<file path="src/dhcplt_pkg.sv">
// Shared types and codes for the DHCP relay lease table.
// Used by dhcplt_cell and dhcp_relay_lease_table; depends on nothing.
`default_nettype none
package dhcplt_pkg;

    // Operation codes of an input transaction.
    localparam logic [1:0] OP_RECORD = 2'd0;
    localparam logic [1:0] OP_DELETE = 2'd1;
    localparam logic [1:0] OP_LOOKUP = 2'd2;
    localparam logic [1:0] OP_TICK   = 2'd3;

    // Result status codes.
    localparam logic [2:0] ST_DONE      = 3'd0;
    localparam logic [2:0] ST_FULL      = 3'd1;
    localparam logic [2:0] ST_NOT_FOUND = 3'd2;
    localparam logic [2:0] ST_RENEW     = 3'd3;
    localparam logic [2:0] ST_REMOVED   = 3'd4;
    localparam logic [2:0] ST_NOTHING   = 3'd5;

    // Configuration register indexes.
    localparam logic REG_LOCAL_LEASE  = 1'b0;
    localparam logic REG_MISSED_LIMIT = 1'b1;

    // Entry states.
    localparam logic [1:0] ENT_UNUSED    = 2'd0;
    localparam logic [1:0] ENT_REQUESTED = 2'd1;
    localparam logic [1:0] ENT_GRANTED   = 2'd2;

    // Aging events raised by a cell on a tick.
    localparam logic [1:0] EV_NONE   = 2'd0;
    localparam logic [1:0] EV_REMOVE = 2'd1;
    localparam logic [1:0] EV_RENEW  = 2'd2;

    // Command broadcast to every cell.
    typedef struct packed {
        logic [1:0]  op;
        logic [47:0] mac;
        logic [31:0] ip;
        logic [31:0] lease;
        logic [31:0] local_lease_time;
        logic [3:0]  missed_limit;
    } cell_cmd_t;

    // What one cell shows to the walker.
    typedef struct packed {
        logic        used;
        logic        granted;
        logic        hit;
        logic [1:0]  event_code;
        logic [47:0] mac;
        logic [31:0] ip;
        logic [31:0] offer;
    } cell_view_t;

endpackage
`default_nettype wire

</file>
<file path="src/dhcplt_cell.sv">
// One lease entry of the DHCP relay lease table with its own update logic.
// Depends on dhcplt_pkg.
`default_nettype none
module dhcplt_cell
    import dhcplt_pkg::*;
(
    input  wire logic       aclk,
    input  wire logic       aresetn,
    input  wire logic       sel,
    input  wire logic       wr,
    input  wire cell_cmd_t  cmd,
    output cell_view_t      view
);

    logic [1:0]  state_reg, state_next;
    logic [47:0] mac_reg, mac_next;
    logic [31:0] ip_reg, ip_next;
    logic [31:0] expiry_reg, expiry_next;
    logic [31:0] remain_reg, remain_next;
    logic [3:0]  missed_reg, missed_next;

    logic        granted;
    logic        hit;
    logic        exp_ge2;
    logic [3:0]  missed_inc;
    logic        remove;
    logic        renew;

    // Tick aging decisions for this entry.
    assign granted    = (state_reg == ENT_GRANTED);
    assign hit        = (mac_reg == cmd.mac);
    assign exp_ge2    = (expiry_reg >= 32'd2);
    assign missed_inc = missed_reg + 4'd1;
    assign remove     = !exp_ge2 && (missed_inc >= cmd.missed_limit);
    assign renew      = !remove && (remain_reg < 32'd2);

    // View presented to the walker.
    always_comb begin
        view.used       = (state_reg != ENT_UNUSED);
        view.granted    = granted;
        view.hit        = hit;
        view.event_code = !granted ? EV_NONE : remove ? EV_REMOVE : renew ? EV_RENEW : EV_NONE;
        view.mac        = mac_reg;
        view.ip         = ip_reg;
        view.offer      = (expiry_reg < cmd.local_lease_time) ? expiry_reg
                                                               : cmd.local_lease_time;
    end

    // Next entry contents.
    always_comb begin
        state_next  = state_reg;
        mac_next    = mac_reg;
        ip_next     = ip_reg;
        expiry_next = expiry_reg;
        remain_next = remain_reg;
        missed_next = missed_reg;
        if (wr) begin
            state_next  = ENT_GRANTED;
            mac_next    = cmd.mac;
            ip_next     = cmd.ip;
            expiry_next = cmd.local_lease_time;
            remain_next = cmd.lease;
            missed_next = 4'd0;
        end else if (sel && granted) begin
            case (cmd.op)
                OP_DELETE: begin
                    if (hit) begin
                        state_next = ENT_UNUSED;
                    end
                end
                OP_TICK: begin
                    if (!exp_ge2) begin
                        missed_next = missed_inc;
                    end
                    if (remove) begin
                        state_next = ENT_UNUSED;
                    end else begin
                        expiry_next = exp_ge2 ? expiry_reg - 32'd1 : cmd.local_lease_time;
                        if (renew) begin
                            state_next = ENT_REQUESTED;
                        end else begin
                            remain_next = remain_reg - 32'd1;
                        end
                    end
                end
                default: begin
                end
            endcase
        end
    end

    always_ff @(posedge aclk) begin
        if (!aresetn) begin
            state_reg <= ENT_UNUSED;
        end else begin
            state_reg <= state_next;
        end
        mac_reg    <= mac_next;
        ip_reg     <= ip_next;
        expiry_reg <= expiry_next;
        remain_reg <= remain_next;
        missed_reg <= missed_next;
    end

endmodule
`default_nettype wire

</file>
<file path="src/dhcp_relay_lease_table.sv">
// Top level of the DHCP relay lease table: a row of entry cells and the walker.
// Depends on dhcplt_pkg and dhcplt_cell.
`default_nettype none
// Each transaction is handled by a walk over the row of entry cells, one cell per
// cycle from slot 0 upward, stalled while a result waits unread in the output
// register; a record then writes the chosen slot, if any, in a write state after the walk.
// Lookups and ticks end early at the first entry that answers. One operation is in
// work at a time, and a new one is accepted while the previous result still waits
// in the output register. Configuration writes take effect at once.
module dhcp_relay_lease_table
    import dhcplt_pkg::*;
#(
    parameter int ENTRIES = 8
) (
    input  wire logic        aclk,
    input  wire logic        aresetn,
    input  wire logic        cfg_we,
    input  wire logic        cfg_index,
    input  wire logic [31:0] cfg_wdata,
    input  wire logic        s_valid,
    output logic             s_ready,
    input  wire logic [1:0]  s_operation,
    input  wire logic [47:0] s_client_mac,
    input  wire logic [31:0] s_client_ip,
    input  wire logic [31:0] s_server_lease,
    output logic             m_valid,
    input  wire logic        m_ready,
    output logic [2:0]       m_status,
    output logic [2:0]       m_slot,
    output logic [47:0]      m_found_mac,
    output logic [31:0]      m_found_ip,
    output logic [31:0]      m_offered_lease
);

    localparam int IW = (ENTRIES > 1) ? $clog2(ENTRIES) : 1;
    localparam logic [IW-1:0] LAST = IW'(ENTRIES - 1);

    localparam logic [1:0] S_IDLE  = 2'd0;
    localparam logic [1:0] S_WALK  = 2'd1;
    localparam logic [1:0] S_WRITE = 2'd2;

    logic [31:0]   llt_reg;
    logic [3:0]    limit_reg;
    logic [1:0]    state_reg, state_next;
    logic [IW-1:0] idx_reg, idx_next;
    logic          hit_reg, hit_next;
    logic [IW-1:0] hit_idx_reg, hit_idx_next;
    logic          free_reg, free_next;
    logic [IW-1:0] free_idx_reg, free_idx_next;
    logic [1:0]    op_reg;
    logic [47:0]   mac_reg;
    logic [31:0]   ip_reg;
    logic [31:0]   lease_reg;
    logic          mv_reg, mv_next;
    logic [2:0]    st_reg, st_next;
    logic [2:0]    slot_reg, slot_next;
    logic [47:0]   fmac_reg, fmac_next;
    logic [31:0]   fip_reg, fip_next;
    logic [31:0]   offer_reg, offer_next;

    cell_cmd_t     cmd;
    cell_view_t    views [ENTRIES];
    cell_view_t    cur;
    logic          out_free;
    logic          step_en;
    logic          accept;
    logic [IW-1:0] wr_idx;
    logic          do_write;

    assign out_free = !mv_reg || m_ready;
    assign s_ready  = (state_reg == S_IDLE);
    assign accept   = s_valid && s_ready;
    assign step_en  = (state_reg == S_WALK) && out_free;
    assign wr_idx   = hit_reg ? hit_idx_reg : free_idx_reg;
    assign do_write = (state_reg == S_WRITE) && out_free && (hit_reg || free_reg);
    assign cur      = views[idx_reg];

    always_comb begin
        cmd.op               = op_reg;
        cmd.mac              = mac_reg;
        cmd.ip               = ip_reg;
        cmd.lease            = lease_reg;
        cmd.local_lease_time = llt_reg;
        cmd.missed_limit     = limit_reg;
    end

    // Row of entry cells; the walker selects one cell per cycle while the output register is free.
    for (genvar g = 0; g < ENTRIES; g++) begin : g_cell
        dhcplt_cell u_cell (
            .aclk    (aclk),
            .aresetn (aresetn),
            .sel     (step_en && (idx_reg == IW'(g))),
            .wr      (do_write && (wr_idx == IW'(g))),
            .cmd     (cmd),
            .view    (views[g])
        );
    end

    // Walk sequencer and result formation.
    always_comb begin
        state_next    = state_reg;
        idx_next      = idx_reg;
        hit_next      = hit_reg;
        hit_idx_next  = hit_idx_reg;
        free_next     = free_reg;
        free_idx_next = free_idx_reg;
        mv_next       = mv_reg && !m_ready;
        st_next       = st_reg;
        slot_next     = slot_reg;
        fmac_next     = fmac_reg;
        fip_next      = fip_reg;
        offer_next    = offer_reg;
        unique case (state_reg)
            S_IDLE: begin
                if (accept) begin
                    state_next = S_WALK;
                    idx_next   = '0;
                    hit_next   = 1'b0;
                    free_next  = 1'b0;
                end
            end
            S_WALK: begin
                if (step_en) begin
                    idx_next   = idx_reg + IW'(1);
                    st_next    = ST_NOTHING;
                    slot_next  = 3'd0;
                    fmac_next  = '0;
                    fip_next   = '0;
                    offer_next = '0;
                    case (op_reg)
                        OP_RECORD: begin
                            if (cur.used && cur.hit) begin
                                hit_next     = 1'b1;
                                hit_idx_next = idx_reg;
                            end
                            if (!cur.used) begin
                                free_next     = 1'b1;
                                free_idx_next = idx_reg;
                            end
                            if (idx_reg == LAST) begin
                                state_next = S_WRITE;
                            end
                        end
                        OP_DELETE: begin
                            if (cur.granted && cur.hit && !hit_reg) begin
                                hit_next     = 1'b1;
                                hit_idx_next = idx_reg;
                            end
                            if (idx_reg == LAST) begin
                                state_next = S_IDLE;
                                mv_next    = 1'b1;
                                if (hit_next) begin
                                    st_next   = ST_DONE;
                                    slot_next = 3'(hit_idx_next);
                                end else begin
                                    st_next = ST_NOT_FOUND;
                                end
                            end
                        end
                        OP_LOOKUP: begin
                            if (cur.used && cur.hit) begin
                                state_next = S_IDLE;
                                mv_next    = 1'b1;
                                st_next    = ST_DONE;
                                slot_next  = 3'(idx_reg);
                                fmac_next  = cur.mac;
                                fip_next   = cur.ip;
                                offer_next = cur.offer;
                            end else if (idx_reg == LAST) begin
                                state_next = S_IDLE;
                                mv_next    = 1'b1;
                                st_next    = ST_NOT_FOUND;
                            end
                        end
                        default: begin
                            if (cur.event_code != EV_NONE) begin
                                state_next = S_IDLE;
                                mv_next    = 1'b1;
                                st_next    = (cur.event_code == EV_REMOVE) ? ST_REMOVED
                                                                           : ST_RENEW;
                                slot_next  = 3'(idx_reg);
                                fmac_next  = cur.mac;
                                fip_next   = cur.ip;
                            end else if (idx_reg == LAST) begin
                                state_next = S_IDLE;
                                mv_next    = 1'b1;
                                st_next    = ST_NOTHING;
                            end
                        end
                    endcase
                end
            end
            S_WRITE: begin
                if (out_free) begin
                    state_next = S_IDLE;
                    mv_next    = 1'b1;
                    fmac_next  = '0;
                    fip_next   = '0;
                    offer_next = '0;
                    if (hit_reg || free_reg) begin
                        st_next   = ST_DONE;
                        slot_next = 3'(wr_idx);
                    end else begin
                        st_next   = ST_FULL;
                        slot_next = 3'd0;
                    end
                end
            end
            default: begin
                state_next = S_IDLE;
            end
        endcase
    end

    always_ff @(posedge aclk) begin
        if (!aresetn) begin
            state_reg <= S_IDLE;
            mv_reg    <= 1'b0;
            llt_reg   <= 32'd3600;
            limit_reg <= 4'd5;
        end else begin
            state_reg <= state_next;
            mv_reg    <= mv_next;
            if (cfg_we) begin
                unique case (cfg_index)
                    REG_LOCAL_LEASE: begin
                        llt_reg <= cfg_wdata;
                    end
                    REG_MISSED_LIMIT: begin
                        limit_reg <= cfg_wdata[3:0];
                    end
                endcase
            end
        end
        idx_reg      <= idx_next;
        hit_reg      <= hit_next;
        hit_idx_reg  <= hit_idx_next;
        free_reg     <= free_next;
        free_idx_reg <= free_idx_next;
        st_reg       <= st_next;
        slot_reg     <= slot_next;
        fmac_reg     <= fmac_next;
        fip_reg      <= fip_next;
        offer_reg    <= offer_next;
        // Capture the transaction payload on accept.
        if (accept) begin
            op_reg    <= s_operation;
            mac_reg   <= s_client_mac;
            ip_reg    <= s_client_ip;
            lease_reg <= s_server_lease;
        end
    end

    assign m_valid         = mv_reg;
    assign m_status        = st_reg;
    assign m_slot          = slot_reg;
    assign m_found_mac     = fmac_reg;
    assign m_found_ip      = fip_reg;
    assign m_offered_lease = offer_reg;

endmodule
`default_nettype wire
</file>
<file path="config.mk">
export PLATFORM = sky130hd
export DESIGN_NAME = dhcp_relay_lease_table
export DESIGN_NICKNAME = d
export VERILOG_FILES = /design/src/dhcplt_pkg.sv /design/src/dhcplt_cell.sv /design/src/dhcp_relay_lease_table.sv
export SDC_FILE = /design/constraint.sdc
export NUM_CORES = 2
export LEC_CHECK = 0
export BUFFER_PORTS_ARGS = -buffer_cell sky130_fd_sc_hd__buf_4
export CAP_MARGIN = 20
export CORE_ASPECT_RATIO = 1.2
export CORE_MARGIN = 4
export CORE_UTILIZATION = 63
export CTS_CLUSTER_DIAMETER = 200
export DETAILED_ROUTE_END_ITERATION = 16
export GPL_ROUTABILITY_DRIVEN = 0
export PLACE_DENSITY = 0.8
export SETUP_SLACK_MARGIN = 0.15
export SYNTH_ARGS = -nofsm -noshare
export SYNTH_HDL_FRONTEND = slang
export SYNTH_HIERARCHICAL = 1
export SYNTH_SLANG_ARGS = --single-unit
</file>
<file path="constraint.sdc">
create_clock -name aclk -period 8.05 [get_ports aclk]
set_clock_uncertainty 0.15 [all_clocks]
set_input_delay 1.61 -clock aclk [delete_from_list [all_inputs] [get_ports aclk]]
set_output_delay 1.61 -clock aclk [all_outputs]
set_load 0.02 [all_outputs]
</file>
==> metrics.md <==
| Metric | Value |
|---|---|
| Status | finished clean |
| Row count | around 150 |
| Drt pass-1 iters | 6 |
| IO Port Bufs | around 270 |
| Worst hold path type | reg -> reg |
| Nets | 7705 |
| Period utilization | between 70% and 80% |
| Vias | approximately 59000 |
| Leak | 30.6 nW |
| Synth Register Bits | 1482 |
| Initial antenna violation count | 7 |
| Initial core utilization | around 64% |
| Die width | about 340 um |
| Final setup viols | 0 |
| Core ar. | about 130000 um2 |
| Number of synthesized flops with an enable pin | roughly 1400 |
| Register area share after synthesis | approximately 52% |
| Max VDD drop | about 0.32 mV |
| I/O pins | approximately 270 |
| Post-synth ARST share | 0% |
| End-of-flow core utilization | between 70 and 80% |
| DP Cell Count | ~8800 |
| Area growth from synthesis to final layout | 10.5% |
| Avg Synthesized Cell Area | between 10 and 15 um2 |
| Kind of end point of the critical path | flop |
| Final hold violations | 0 |
| Combined area of all synthesized cells | around 83000 um2 |
| Congestion Overflow GR | 0 |
| Crit-path max FO | 44 |
| Detailed Route Iter0 Violations | approximately 7000 |
| Vias per cell | between 6 and 7 |
| Final setup TNS | 0 ns |
| Slew @ Worst Pin | around 1.2 ns |
| CTS tree | yes |
| Hold depth | 2 |
| Post-DP HPWL | approximately 150000 um |
| GRT Util Overall | between 30 and 40% |
| Max_cap viols | 0 |
| Post-route ant nets | 0 |
| Global-route wire length before repair | 345000 um |
| Slew Limit Fails | 0 |
| CTS Buffer Depth | 3 |
| Die Height | between 400 and 500 um |
| R2R cell count | 11 |
| Inserted Clock Buffers | roughly 150 |
| CTS root buffer | clkbuf_16 |
| Htree depth | 4 |
| Synthesized instance count | 6996 |
| Share of post-route cells with drive strength above 1 | roughly 17% |
| Pwr Density | about 230 nW/um2 |
| Min Tclk post-route | 5.74 ns |
| Peak Freq | approximately 170 MHz |
| Vias in the first global route | about 57000 |
| Rel. slew slack | a little over a fifth |
| CP arrival | around 6 ns |
| Critical path class | reg -> reg |
| Unrepaired setup endpoints after global routing | false |
| WL/cell | around 25 um |
| Worst setup SP type | flop |
| Main synth FF type | edfxtp_1 |
| Post_cts resized | 0 |
| Setup Fix Bufs, Post-CTS | 0 |
| WP data required | ~8.4 ns |
| # hold bufs at CTS | 0 |
| Synth warn | 6 |
| DRT Wirelength | 230000 um |
| Post-route insts no fill | ~9100 |
| Die ar. | about 140000 um2 |
| Clk_lat worst skew | ~0.82 ns |
| Fillers | 8678 |
| Final Power | 20.9 mW |
| DR DRC count | 0 |
| Yosys cell types | 81 |
| Max reg flops | ~380 |
| Largest net degree at the start of global routing | approximately 170 |
| Clock Sinks | roughly 1500 |
| Clock transition at the registers of the reported paths | roughly 0.06 ns |
| Syn_nets | 7469 |
==> power by group <==
part	switching [mW]	internal, mW	leakage (nW)
Combinational	2.55	1.80	14.8
Sequential	0.625	8.96	13.4
Clock	3.10	3.92	2.34
==> metrics by stage <==
step | setup slack [ns] | area, um2 | hold slack, ns
after CTS | 2.49 | 91900 | 0.329
after global routing | 2.12 | 92100 | 0.362
after global placement | 2.60 | 87000 | 0.312
final | 2.31 | 92100 | 0.331
after detailed placement | 2.48 | 87000 | 0.321
after floorplan | 0.785 | 83400 | 0.304
==> cells in the final DEF, fill, tap and decap left out, types with 94 or more instances in the layout <==
cell       instances
buf_4            348
nor3_1           198
edfxtp_1        1395
xnor2_1          644
inv_1            356
xor2_1           231
o21ai_0          357
nand2_1          864
nor4_1           116
a21oi_2           94
nand3_1          101
a21oi_1          262
ha_1             321
mux4_2           234
mux2_2           252
clkbuf_16        147
nand4_1          123
nor2_1           363
==> routing by layer <==
| metal | GRT usage, % | vias to the layer above | routed length [um] | share of wire, % |
|---|---|---|---|---|
| met5 | 0 | - | 14 | 0.0061 |
| met3 | 5.93 | 640 | 22700 | 9.9 |
| met4 | 17.2 | 2 | 13900 | 6.0 |
| met2 | 53.3 | 3315 | 109000 | 48 |
| li1 | - | 26200 | - | - |
| met1 | 42.0 | 28600 | 84000 | 37 |
==> critical path: stages (launching register included) <==
cell and delay, ns:
edfxtp_1 0.49, nor4_1 0.85, and3_1 0.27, and4_1 0.55, nand2_1 0.17, and3_1 0.21, mux4_2 0.47, mux2_2 0.32
o2111ai_1 0.27, and2_4 0.80, buf_4 0.74, a21oi_2 0.06
==> synth_stat cells (58+ instances only) <==
cell type / number / area (um2)
nand3_1: 101 / 505
mux2_2: 252 / 2840
xnor2_1: 644 / 5640
buf_4: 61 / 458
mux4_2: 234 / 5270
edfxtp_1: 1395 / 41900
ha_1: 321 / 4020
xor2_1: 231 / 2020
a21oi_1: 262 / 1310
nand4_1: 123 / 769
nor2_1: 372 / 1400
inv_1: 356 / 1340
a21oi_2: 94 / 823
a21o_1: 58 / 435
nor3_1: 198 / 991
nand2_1: 864 / 3240
clkbuf_1: 136 / 510
nor4_1: 117 / 732
dfxtp_1: 87 / 1740
o21ai_0: 357 / 1790
==> layout make-up <==
class                           count  area [um2]  area share [%]
Clock buffer                      183        3830            4.16
Inverter                          357        1340            1.46
Sequential cell                  1482       43600            47.4
Clock inverter                     79        1020            1.11
Antenna cell                        4        10.0          0.0109
Tap cell                         1764        2210            2.40
Timing Repair Buffer              366        3000            3.26
Multi-Input combinational cell   4879       37100            40.2
==> final timing paths <==
kind / startpoint / end / slack [ns]
max: g_cell[4].u_cell/expiry_reg[5] / m_found_mac[24] / 2.31
min: g_cell[3].u_cell/missed_reg[1] / g_cell[3].u_cell/missed_reg[1] / 0.33
min reg2reg: g_cell[3].u_cell/missed_reg[1] / g_cell[3].u_cell/missed_reg[1] / 0.33
max reg2reg: g_cell[4].u_cell/expiry_reg[5] / m_found_mac[24] / 2.31
==> cell families (layout without fill, tap and decap cells) <==
kind of cell / count (synthesis) / in the layout / synth area share (%)
xor+xnor: 875 / 875 / 9.19
flops: 1482 / 1482 / 52.3
simple gates: 2160 / 2160 / 12.8
mux: 503 / 503 / 9.93
fa+ha+maj: 321 / 321 / 4.82
buf+inv: 635 / 985 / 3.43
compound gates: 1020 / 1020 / 7.47
other cells: 0 / 4 / 0
Note: power is estimated with default switching activity, not from simulation.
